File: src/hw/rtl/cbsf_pkg.sv
// Shared types and constants of the cat-style byte stream formatter.
`default_nettype none

package cbsf_pkg;

    // Line counter: six decimal digits, saturating at 999999.
    localparam int DIGITS      = 6;
    localparam int DIGIT_IDX_W = 3;

    // The body of one rendered byte is at most four characters ("M-^x").
    localparam int BODY_MAX   = 4;
    localparam int BODY_IDX_W = 2;
    localparam int BODY_LEN_W = 3;

    // Configuration register indexes.
    localparam int CFG_IDX_W = 3;
    localparam logic [CFG_IDX_W-1:0] CFG_NUMBER_NONBLANK  = 3'd0;
    localparam logic [CFG_IDX_W-1:0] CFG_NUMBER_ALL       = 3'd1;
    localparam logic [CFG_IDX_W-1:0] CFG_SQUEEZE_BLANK    = 3'd2;
    localparam logic [CFG_IDX_W-1:0] CFG_SHOW_TABS        = 3'd3;
    localparam logic [CFG_IDX_W-1:0] CFG_SHOW_ENDS        = 3'd4;
    localparam logic [CFG_IDX_W-1:0] CFG_SHOW_NONPRINTING = 3'd5;

    typedef logic [7:0] byte_t;
    typedef logic [3:0] bcd_digit_t;
    typedef bcd_digit_t [DIGITS-1:0] bcd_count_t;

    localparam bcd_digit_t BCD_NINE  = 4'd9;
    localparam bcd_count_t COUNT_ONE = {{(DIGITS-1){4'd0}}, 4'd1};

    // Character codes.
    localparam byte_t CH_TAB      = 8'h09;
    localparam byte_t CH_NL       = 8'h0A;
    localparam byte_t CH_SPACE    = 8'h20;
    localparam byte_t CH_DOLLAR   = 8'h24;
    localparam byte_t CH_DASH     = 8'h2D;
    localparam byte_t CH_ZERO     = 8'h30;
    localparam byte_t CH_QUESTION = 8'h3F;
    localparam byte_t CH_I        = 8'h49;
    localparam byte_t CH_M        = 8'h4D;
    localparam byte_t CH_CARET    = 8'h5E;
    localparam byte_t CH_DEL      = 8'h7F;

    // Limits and offsets of the caret and M- notation.
    localparam byte_t CTRL_LIMIT   = 8'd32;
    localparam byte_t HIGH_BIT     = 8'd128;
    localparam byte_t HIGH_PRINT   = 8'd160;
    localparam byte_t CARET_OFFSET = 8'd64;

    typedef struct packed {
        logic number_nonblank;
        logic number_all;
        logic squeeze_blank;
        logic show_tabs;
        logic show_ends;
        logic show_nonprinting;
    } cfg_t;

    typedef struct packed {
        logic       after_newline;
        logic       blank_backlog;
        bcd_count_t count;
    } line_state_t;

    // Everything the serializer needs to emit one request's output bytes.
    typedef struct packed {
        logic                  num_en;
        bcd_count_t            digits;
        logic [DIGIT_IDX_W-1:0] num_digits;
        byte_t [BODY_MAX-1:0]  body;
        logic [BODY_LEN_W-1:0] body_len;
    } render_rec_t;

endpackage

`default_nettype wire

File: src/hw/rtl/cbsf_render.sv
// Line-state update and rendering of one input byte into a compact output record.
`default_nettype none

module cbsf_render (
    input  wire cbsf_pkg::byte_t       data_byte,
    input  wire logic                  file_start,
    input  wire cbsf_pkg::cfg_t        cfg,
    input  wire cbsf_pkg::line_state_t state,
    output cbsf_pkg::line_state_t      state_next,
    output logic                       rec_valid,
    output cbsf_pkg::render_rec_t      rec
);

    // Saturating BCD increment; all nines holds its value.
    function automatic cbsf_pkg::bcd_count_t bcd_sat_inc(input cbsf_pkg::bcd_count_t v);
        cbsf_pkg::bcd_count_t r;
        logic                 carry;
        carry = 1'b1;
        for (int i = 0; i < cbsf_pkg::DIGITS; i++)
        begin
            if (carry && v[i] == cbsf_pkg::BCD_NINE)
            begin
                r[i]  = 4'd0;
            end
            else if (carry)
            begin
                r[i]  = v[i] + 4'd1;
                carry = 1'b0;
            end
            else
            begin
                r[i]  = v[i];
            end
        end
        return carry ? v : r;
    endfunction

    cbsf_pkg::line_state_t eff;
    logic                  nl;
    logic                  squeeze;
    logic                  num_en;
    logic                  nonprint;
    logic [cbsf_pkg::DIGIT_IDX_W-1:0] nd;

    // A file start restores the line state before the byte is looked at.
    always_comb
    begin
        if (file_start)
        begin
            eff.after_newline = 1'b1;
            eff.blank_backlog = 1'b0;
            eff.count         = cbsf_pkg::COUNT_ONE;
        end
        else
        begin
            eff = state;
        end
    end

    assign nl      = (data_byte == cbsf_pkg::CH_NL);
    assign squeeze = eff.after_newline && nl && cfg.squeeze_blank && eff.blank_backlog;
    assign num_en  = eff.after_newline && (cfg.number_nonblank ? !nl : cfg.number_all);

    // Next line state; a squeezed newline leaves it as it is.
    always_comb
    begin
        state_next = eff;
        if (!squeeze)
        begin
            if (eff.after_newline && nl)
            begin
                state_next.blank_backlog = 1'b1;
            end
            else if (!nl)
            begin
                state_next.blank_backlog = 1'b0;
            end
            state_next.after_newline = nl;
            if (num_en)
            begin
                state_next.count = bcd_sat_inc(eff.count);
            end
        end
    end

    // Count of significant digits, at least one.
    always_comb
    begin
        nd = cbsf_pkg::DIGIT_IDX_W'(1);
        for (int i = 1; i < cbsf_pkg::DIGITS; i++)
        begin
            if (eff.count[i] != 4'd0)
            begin
                nd = cbsf_pkg::DIGIT_IDX_W'(i + 1);
            end
        end
    end

    assign nonprint = cfg.show_nonprinting && !nl && (data_byte != cbsf_pkg::CH_TAB) &&
                      ((data_byte >= cbsf_pkg::CH_DEL) || (data_byte < cbsf_pkg::CTRL_LIMIT));

    // Body characters of the byte itself.
    always_comb
    begin
        rec.num_en     = num_en;
        rec.digits     = eff.count;
        rec.num_digits = nd;
        rec.body       = '0;
        rec.body_len   = cbsf_pkg::BODY_LEN_W'(1);
        if (cfg.show_tabs && data_byte == cbsf_pkg::CH_TAB)
        begin
            rec.body[0]  = cbsf_pkg::CH_CARET;
            rec.body[1]  = cbsf_pkg::CH_I;
            rec.body_len = cbsf_pkg::BODY_LEN_W'(2);
        end
        else if (cfg.show_ends && nl)
        begin
            rec.body[0]  = cbsf_pkg::CH_DOLLAR;
            rec.body[1]  = data_byte;
            rec.body_len = cbsf_pkg::BODY_LEN_W'(2);
        end
        else if (nonprint && data_byte == cbsf_pkg::CH_DEL)
        begin
            rec.body[0]  = cbsf_pkg::CH_CARET;
            rec.body[1]  = cbsf_pkg::CH_QUESTION;
            rec.body_len = cbsf_pkg::BODY_LEN_W'(2);
        end
        else if (nonprint && data_byte >= cbsf_pkg::HIGH_PRINT)
        begin
            // Byte 255 comes out as M- followed by a raw DEL.
            rec.body[0]  = cbsf_pkg::CH_M;
            rec.body[1]  = cbsf_pkg::CH_DASH;
            rec.body[2]  = data_byte - cbsf_pkg::HIGH_BIT;
            rec.body_len = cbsf_pkg::BODY_LEN_W'(3);
        end
        else if (nonprint && data_byte >= cbsf_pkg::HIGH_BIT)
        begin
            rec.body[0]  = cbsf_pkg::CH_M;
            rec.body[1]  = cbsf_pkg::CH_DASH;
            rec.body[2]  = cbsf_pkg::CH_CARET;
            rec.body[3]  = data_byte - cbsf_pkg::CARET_OFFSET;
            rec.body_len = cbsf_pkg::BODY_LEN_W'(4);
        end
        else if (nonprint)
        begin
            rec.body[0]  = cbsf_pkg::CH_CARET;
            rec.body[1]  = data_byte + cbsf_pkg::CARET_OFFSET;
            rec.body_len = cbsf_pkg::BODY_LEN_W'(2);
        end
        else
        begin
            rec.body[0]  = data_byte;
        end
    end

    assign rec_valid = !squeeze;

endmodule

`default_nettype wire

File: src/hw/rtl/cbsf_serial.sv
// Record register and output serializer: emits one formatted byte per cycle while the receiver is ready.
`default_nettype none

module cbsf_serial #(
    parameter int NUMBER_WIDTH = 6
) (
    input  wire logic                  clk,
    input  wire logic                  rst_n,
    input  wire logic                  load,
    input  wire cbsf_pkg::render_rec_t rec_in,
    output logic                       rec_free,
    output logic                       out_valid,
    input  wire logic                  out_ready,
    output cbsf_pkg::byte_t            out_byte,
    output logic                       last
);

    localparam int MAXW    = (NUMBER_WIDTH > cbsf_pkg::DIGITS) ? NUMBER_WIDTH : cbsf_pkg::DIGITS;
    localparam int MAX_OUT = MAXW + 1 + cbsf_pkg::BODY_MAX;
    localparam int IDX_W   = $clog2(MAX_OUT + 1);
    localparam logic [IDX_W-1:0] WIDTH_W = IDX_W'(NUMBER_WIDTH);

    logic                  rec_valid_reg;
    cbsf_pkg::render_rec_t rec_reg;
    logic [IDX_W-1:0]      idx_reg;
    logic                  out_valid_reg;
    cbsf_pkg::byte_t       out_byte_reg;
    logic                  out_last_reg;

    logic [IDX_W-1:0] nd_w;
    logic [IDX_W-1:0] field_len;
    logic [IDX_W-1:0] pad;
    logic [IDX_W-1:0] pfx_len;
    logic [IDX_W-1:0] total;
    logic [IDX_W-1:0] digit_pos;
    logic [IDX_W-1:0] body_pos;
    logic             out_load;
    logic             step;
    logic             final_byte;
    cbsf_pkg::byte_t  sel_byte;

    // Layout of the number prefix: padding, digits, tab.
    assign nd_w      = IDX_W'(rec_reg.num_digits);
    assign field_len = (WIDTH_W > nd_w) ? WIDTH_W : nd_w;
    assign pad       = field_len - nd_w;
    assign pfx_len   = rec_reg.num_en ? field_len + IDX_W'(1) : '0;
    assign total     = pfx_len + IDX_W'(rec_reg.body_len);
    assign digit_pos = pfx_len - IDX_W'(2) - idx_reg;
    assign body_pos  = idx_reg - pfx_len;

    // Character at the current position.
    always_comb
    begin
        if (rec_reg.num_en && idx_reg < pad)
        begin
            sel_byte = cbsf_pkg::CH_SPACE;
        end
        else if (rec_reg.num_en && (idx_reg + IDX_W'(1)) < pfx_len)
        begin
            sel_byte = cbsf_pkg::CH_ZERO +
                       cbsf_pkg::byte_t'(rec_reg.digits[digit_pos[cbsf_pkg::DIGIT_IDX_W-1:0]]);
        end
        else if (rec_reg.num_en && (idx_reg + IDX_W'(1)) == pfx_len)
        begin
            sel_byte = cbsf_pkg::CH_TAB;
        end
        else
        begin
            sel_byte = rec_reg.body[body_pos[cbsf_pkg::BODY_IDX_W-1:0]];
        end
    end

    assign out_load   = !out_valid_reg || out_ready;
    assign step       = rec_valid_reg && out_load;
    assign final_byte = (idx_reg + IDX_W'(1)) == total;
    assign rec_free   = !rec_valid_reg || (step && final_byte);

    // Record register and position counter.
    always_ff @(posedge clk or negedge rst_n)
    begin
        if (!rst_n)
        begin
            rec_valid_reg <= 1'b0;
        end
        else if (load)
        begin
            rec_valid_reg <= 1'b1;
        end
        else if (step && final_byte)
        begin
            rec_valid_reg <= 1'b0;
        end
    end

    always_ff @(posedge clk)
    begin
        if (load)
        begin
            rec_reg <= rec_in;
            idx_reg <= '0;
        end
        else if (step)
        begin
            idx_reg <= idx_reg + IDX_W'(1);
        end
    end

    // Output register.
    always_ff @(posedge clk or negedge rst_n)
    begin
        if (!rst_n)
        begin
            out_valid_reg <= 1'b0;
        end
        else if (step)
        begin
            out_valid_reg <= 1'b1;
        end
        else if (out_ready)
        begin
            out_valid_reg <= 1'b0;
        end
    end

    always_ff @(posedge clk)
    begin
        if (step)
        begin
            out_byte_reg <= sel_byte;
            out_last_reg <= final_byte;
        end
    end

    assign out_valid = out_valid_reg;
    assign out_byte  = out_byte_reg;
    assign last      = out_last_reg;

endmodule

`default_nettype wire

File: src/hw/rtl/cat_byte_stream_formatter.sv
// Top level of the cat-style byte stream formatter.
//
// Input channel (in_valid/in_ready): one file byte per request, with file_start
// marking the first byte of a new file. Output channel (out_valid/out_ready):
// one formatted byte per request; last marks the final byte caused by an input.
// A newline swallowed by blank-line squeezing produces no output at all.
// Configuration channel (cfg_valid/cfg_ready): cfg_index selects one of six
// option bits, cfg_data is its new value; writes are always ready and unknown
// indexes are ignored. Write options only while the block is idle.
//
// The first output byte of an item passes from the record register into the
// output register. Throughput: one output byte per cycle while out_ready is
// high, limited by the single output serializer. An item that renders to n
// bytes (up to five more than the wider of the number field and the six
// counter digits) holds in_ready low until its final byte is registered for
// output; plain bytes flow at one per cycle. A new input is taken while the
// output register still waits on a stalled receiver, as long as the record
// register is free. Reset clears all options, sets the line counter to 1 and
// the line state to "after a newline"; no clearing pass is needed.
`default_nettype none

module cat_byte_stream_formatter #(
    parameter int NUMBER_WIDTH = 6
) (
    input  wire logic                              clk,
    input  wire logic                              rst_n,
    input  wire logic                              in_valid,
    output logic                                   in_ready,
    input  wire logic [7:0]                        data_byte,
    input  wire logic                              file_start,
    output logic                                   out_valid,
    input  wire logic                              out_ready,
    output logic [7:0]                             out_byte,
    output logic                                   last,
    input  wire logic                              cfg_valid,
    output logic                                   cfg_ready,
    input  wire logic [cbsf_pkg::CFG_IDX_W-1:0]    cfg_index,
    input  wire logic                              cfg_data
);

    cbsf_pkg::cfg_t        cfg_reg;
    cbsf_pkg::line_state_t state_reg;
    cbsf_pkg::line_state_t state_next;
    cbsf_pkg::render_rec_t rec;
    logic                  rec_valid;
    logic                  rec_free;
    logic                  in_accept;

    assign cfg_ready = 1'b1;
    assign in_ready  = rec_free;
    assign in_accept = in_valid && rec_free;

    // Option registers.
    always_ff @(posedge clk or negedge rst_n)
    begin
        if (!rst_n)
        begin
            cfg_reg <= '0;
        end
        else if (cfg_valid)
        begin
            unique case (cfg_index)
                cbsf_pkg::CFG_NUMBER_NONBLANK:  cfg_reg.number_nonblank  <= cfg_data;
                cbsf_pkg::CFG_NUMBER_ALL:       cfg_reg.number_all       <= cfg_data;
                cbsf_pkg::CFG_SQUEEZE_BLANK:    cfg_reg.squeeze_blank    <= cfg_data;
                cbsf_pkg::CFG_SHOW_TABS:        cfg_reg.show_tabs        <= cfg_data;
                cbsf_pkg::CFG_SHOW_ENDS:        cfg_reg.show_ends        <= cfg_data;
                cbsf_pkg::CFG_SHOW_NONPRINTING: cfg_reg.show_nonprinting <= cfg_data;
                default:                        ;
            endcase
        end
    end

    // Line state advances with every accepted request.
    always_ff @(posedge clk or negedge rst_n)
    begin
        if (!rst_n)
        begin
            state_reg.after_newline <= 1'b1;
            state_reg.blank_backlog <= 1'b0;
            state_reg.count         <= cbsf_pkg::COUNT_ONE;
        end
        else if (in_accept)
        begin
            state_reg <= state_next;
        end
    end

    cbsf_render u_render (
        .data_byte  (data_byte),
        .file_start (file_start),
        .cfg        (cfg_reg),
        .state      (state_reg),
        .state_next (state_next),
        .rec_valid  (rec_valid),
        .rec        (rec)
    );

    cbsf_serial #(
        .NUMBER_WIDTH (NUMBER_WIDTH)
    ) u_serial (
        .clk       (clk),
        .rst_n     (rst_n),
        .load      (in_accept && rec_valid),
        .rec_in    (rec),
        .rec_free  (rec_free),
        .out_valid (out_valid),
        .out_ready (out_ready),
        .out_byte  (out_byte),
        .last      (last)
    );

endmodule

`default_nettype wire

File: config.mk
export PLATFORM = sky130hd
export DESIGN_NAME = cat_byte_stream_formatter
export DESIGN_NICKNAME = d
export VERILOG_FILES = /design/src/hw/rtl/cbsf_pkg.sv /design/src/hw/rtl/cbsf_render.sv /design/src/hw/rtl/cbsf_serial.sv /design/src/hw/rtl/cat_byte_stream_formatter.sv
export SDC_FILE = /design/constraint.sdc
export NUM_CORES = 1
export LEC_CHECK = 0
export BUFFER_PORTS_ARGS = -buffer_cell sky130_fd_sc_hd__buf_4
export CAP_MARGIN = 20
export CELL_PAD_IN_SITES_DETAIL_PLACEMENT = 1
export CELL_PAD_IN_SITES_GLOBAL_PLACEMENT = 1
export CORE_ASPECT_RATIO = 0.8
export CORE_MARGIN = 2
export CORE_UTILIZATION = 46
export DETAILED_ROUTE_END_ITERATION = 8
export PLACE_DENSITY_LB_ADDON = 0.1
export REMOVE_ABC_BUFFERS = 1
export SLEW_MARGIN = 25
export SYNTH_ARGS = -nofsm -noshare
export SYNTH_HDL_FRONTEND = slang
export SYNTH_HIERARCHICAL = 1
export SYNTH_SLANG_ARGS = --single-unit
File: constraint.sdc
create_clock -name clk -period 3.8 [get_ports clk]
set_input_delay 0.38 -clock clk [delete_from_list [all_inputs] [get_ports clk]]
set_output_delay 0.38 -clock clk [all_outputs]
set_load 0.05 [all_outputs]
==> impl_metrics.ini <==
[synth]
synth-simple-area-share = 0.177
syn_area_um2 = 6660
seq_area_frac_synth = 0.465
syn-instance-count = 546
ys_async_sr_fraction = 0.309
yosysUniqueCellTypes = 84
synth_edf_count = 72
synth-xor-area-share = 0.0293
avgSynthCellArea_um2 = 12.2
yosys_warnings = 6
synth_seq_cells = 110
synth_top_family_by_area = simple AND/OR/NAND/NOR gates
synth.area.mux_share = 0.128
synth-compound-area-share = 0.0882
ys.flop_type = edfxtp_1
synthAdderAreaFrac = 0.0745

[floorplanning]
core_um2 = 14200
io_pins = 30
start_util = 0.469
core.rowCount = 39
dieHeight_um = 112
die_w_um = 138
dieArea_um2 = 15500

[detailed_routing]
viasPerCell = 5.77
drt_iter0_markers = 327
wl_per_cell_um = 20.5
wl_met2_mm = 6.93
met3_length_um = 617
top_layer = met4
drt_pass1_iterations = 5
vias = 4405
drc = 0
wl_met1_mm = 7.92
drtAntennaViolNets = 0
totalWireLength_mm = 15.6

[worst_setup_path]
cp_data_required_time_ns = 3.42
r2r_slack_ns = 0.35
arrival_ns = 3.12
startpoint_type = register
crit_path_end_kind = output pin
critical_path_class = reg2out
cp_max_fo = 4

[grt]
grt_max_degree = 61
grt_overflow = 0
grt_first_pass_wirelength_mm = 25.6
grt_antenna_before_repair = 0
grtUsageTotal = 0.214
grt_pass1_vias = 4586

[cts]
cts_made_buffers = 9
clk_pin_slew_ns = 0.07
cts_tree = built
cts_hold_buffers = 0
clkLatencyLatePin_ns = 0.36
numClockSinks = 110
cts_resized = 0
cts_root_buffer = clkbuf_16
cts.path.max_buffers = 2
postCtsSetupRepairBufs = 0
htreeDepth = 3

[final_layout]
fin_util = 0.515
nFillCells = 1497
layout_commonest_cell = edfxtp_1
drive_gt1_frac = 0.207
num_antenna_cells = 0
largest_register_ffs = 60
multiInputGateArea_um2 = 3310
final_cell_mix = edfxtp_1 (72), ha_1 (38), buf_4 (36)
fin_cells = 764
finalInstanceArea_um2 = 7310
syn_to_final_growth_pct = 9.89
layout.nets = 632
regArea_um2 = 3100

[outcome]
violations = hold timing
outcome = finished, violations left

[timing]
finalHoldViolations = 9
fin_setup_tns_ns = 0
hold_slack_ns = -0.00943
fin_skew_ns = 0.00678
rsz0062_at_grt = false
post-route-period-util = 0.921
worst_pin_slew_ns = 1.12
fmax_ghz = 0.286
final.min_clock_period_ns = 3.50
slew_viol_final = 0
setup_viol_count_final = 0
maxSlewHeadroom = 0.248

[place]
post_dp_cell_area_um2 = 7050
hpwl_mm = 11.5
placed_cells = 748
place_congestion = 0.787
port_buffers = 28

[power]
power_leakage_nw = 3.19
vdd_drop_max_v = 0.000423
p_per_area_nw_per_um2 = 644

[flow_run]
cap_viol_max_count = 0

[worst_hold_path]
worstHoldPathType = in2async
==> worst max-delay path, stage by stage, from the launching register on <==
cell and delay (ns):
edfxtp_1 0.43, and3_1 0.25, ha_1 0.29, nand2_1 0.09
inv_1 0.13, fa_1 0.44, xor2_1 0.15, or3_1 0.37
o31ai_1 0.24, buf_4 0.18, buf_4 0.20
==> cells by family (layout without fill, tap and decap cells) <==
kind of cell	count (synthesis)	in the layout
AOI/OAI and AO/OA	82	82
xor gates and xnor gates	19	19
adders and majority gates	39	39
buffers and inverters	53	86
DFF	110	110
muxes	57	57
other	2	3
and+or+nand+nor	184	184
==> routing by layer <==
metal,vias to the layer above,GRT usage
li1,2082,-
met1,2232,0.318
met2,76,0.326
met3,15,0.0417
met4,0,0.0497
met5,-,0
==> cells in the mapped netlist, types with 5 or more instances <==
| library cell | number | area (um2) |
|---|---|---|
| a21oi_1 | 17 | 85.1 |
| a31oi_1 | 5 | 31.3 |
| and2_1 | 8 | 50.1 |
| and3_1 | 10 | 62.6 |
| buf_2 | 5 | 25.0 |
| clkbuf_1 | 10 | 37.5 |
| dfrtp_1 | 32 | 801 |
| edfxtp_1 | 72 | 2160 |
| ha_1 | 38 | 475 |
| inv_1 | 31 | 116 |
| mux2_2 | 9 | 101 |
| mux2_4 | 23 | 345 |
| mux2i_1 | 11 | 110 |
| mux4_2 | 12 | 270 |
| nand2_1 | 31 | 116 |
| nand2b_1 | 25 | 156 |
| nand3_1 | 15 | 75.1 |
| nand4_1 | 6 | 37.5 |
| nand4bb_1 | 5 | 56.3 |
| nor2_1 | 23 | 86.3 |
| nor2b_1 | 9 | 56.3 |
| o21a_1 | 7 | 52.6 |
| o21ai_0 | 16 | 80.1 |
| xnor2_1 | 12 | 105 |
| xor2_1 | 5 | 43.8 |
==> through the flow <==
step | power, W | setup WS (ns)
2_1_floorplan | 0.00328 | -1.32
3_3_place_gp | 0.00385 | 0.450
3_5_place_dp | 0.00391 | 0.370
4_1_cts | 0.00478 | 0.268
5_1_grt | 0.00502 | 0.125
6_report | 0.00471 | 0.299
==> power by group <==
part           internal, W  switching (W)
combinational     0.000922        0.00115
sequential         0.00163       0.000145
clock             0.000440       0.000417
total              0.00299        0.00172
==> cell type report <==
type | instances | share of cell area
Clock buffer | 11 | 0.0318
Clock inverter | 5 | 0.00359
Inverter | 33 | 0.0171
Multi-Input combinational cell | 384 | 0.453
Sequential cell | 110 | 0.423
Tap cell | 184 | 0.0315
Timing Repair Buffer | 37 | 0.0397
==> path summary, 6_finish.rpt <==
| path | start | to | cells after the start |
|---|---|---|---|
| worst max-delay path | u_serial/nd_w[2]$_DFFE_PP_ | in_ready | 10 |
| min in group clk | cfg_data | cfg_reg[1]$_DFFE_PN0P_ | 2 |
| max in group asynchronous | rst_n | state_reg[25]$_DFFE_PN1P_ | 1 |
| worst max register to register | u_serial/nd_w[2]$_DFFE_PP_ | u_serial/rec_reg[16]$_DFFE_PP_ | 11 |
| worst min register to register | u_serial/rec_valid_reg$_DFFE_PN0P_ | u_serial/out_valid$_DFFE_PN0P_ | 1 |
| worst min-delay path | rst_n | state_reg[9]$_DFFE_PN0P_ | 1 |
No activity file was read; power rests on OpenSTA's default activity.
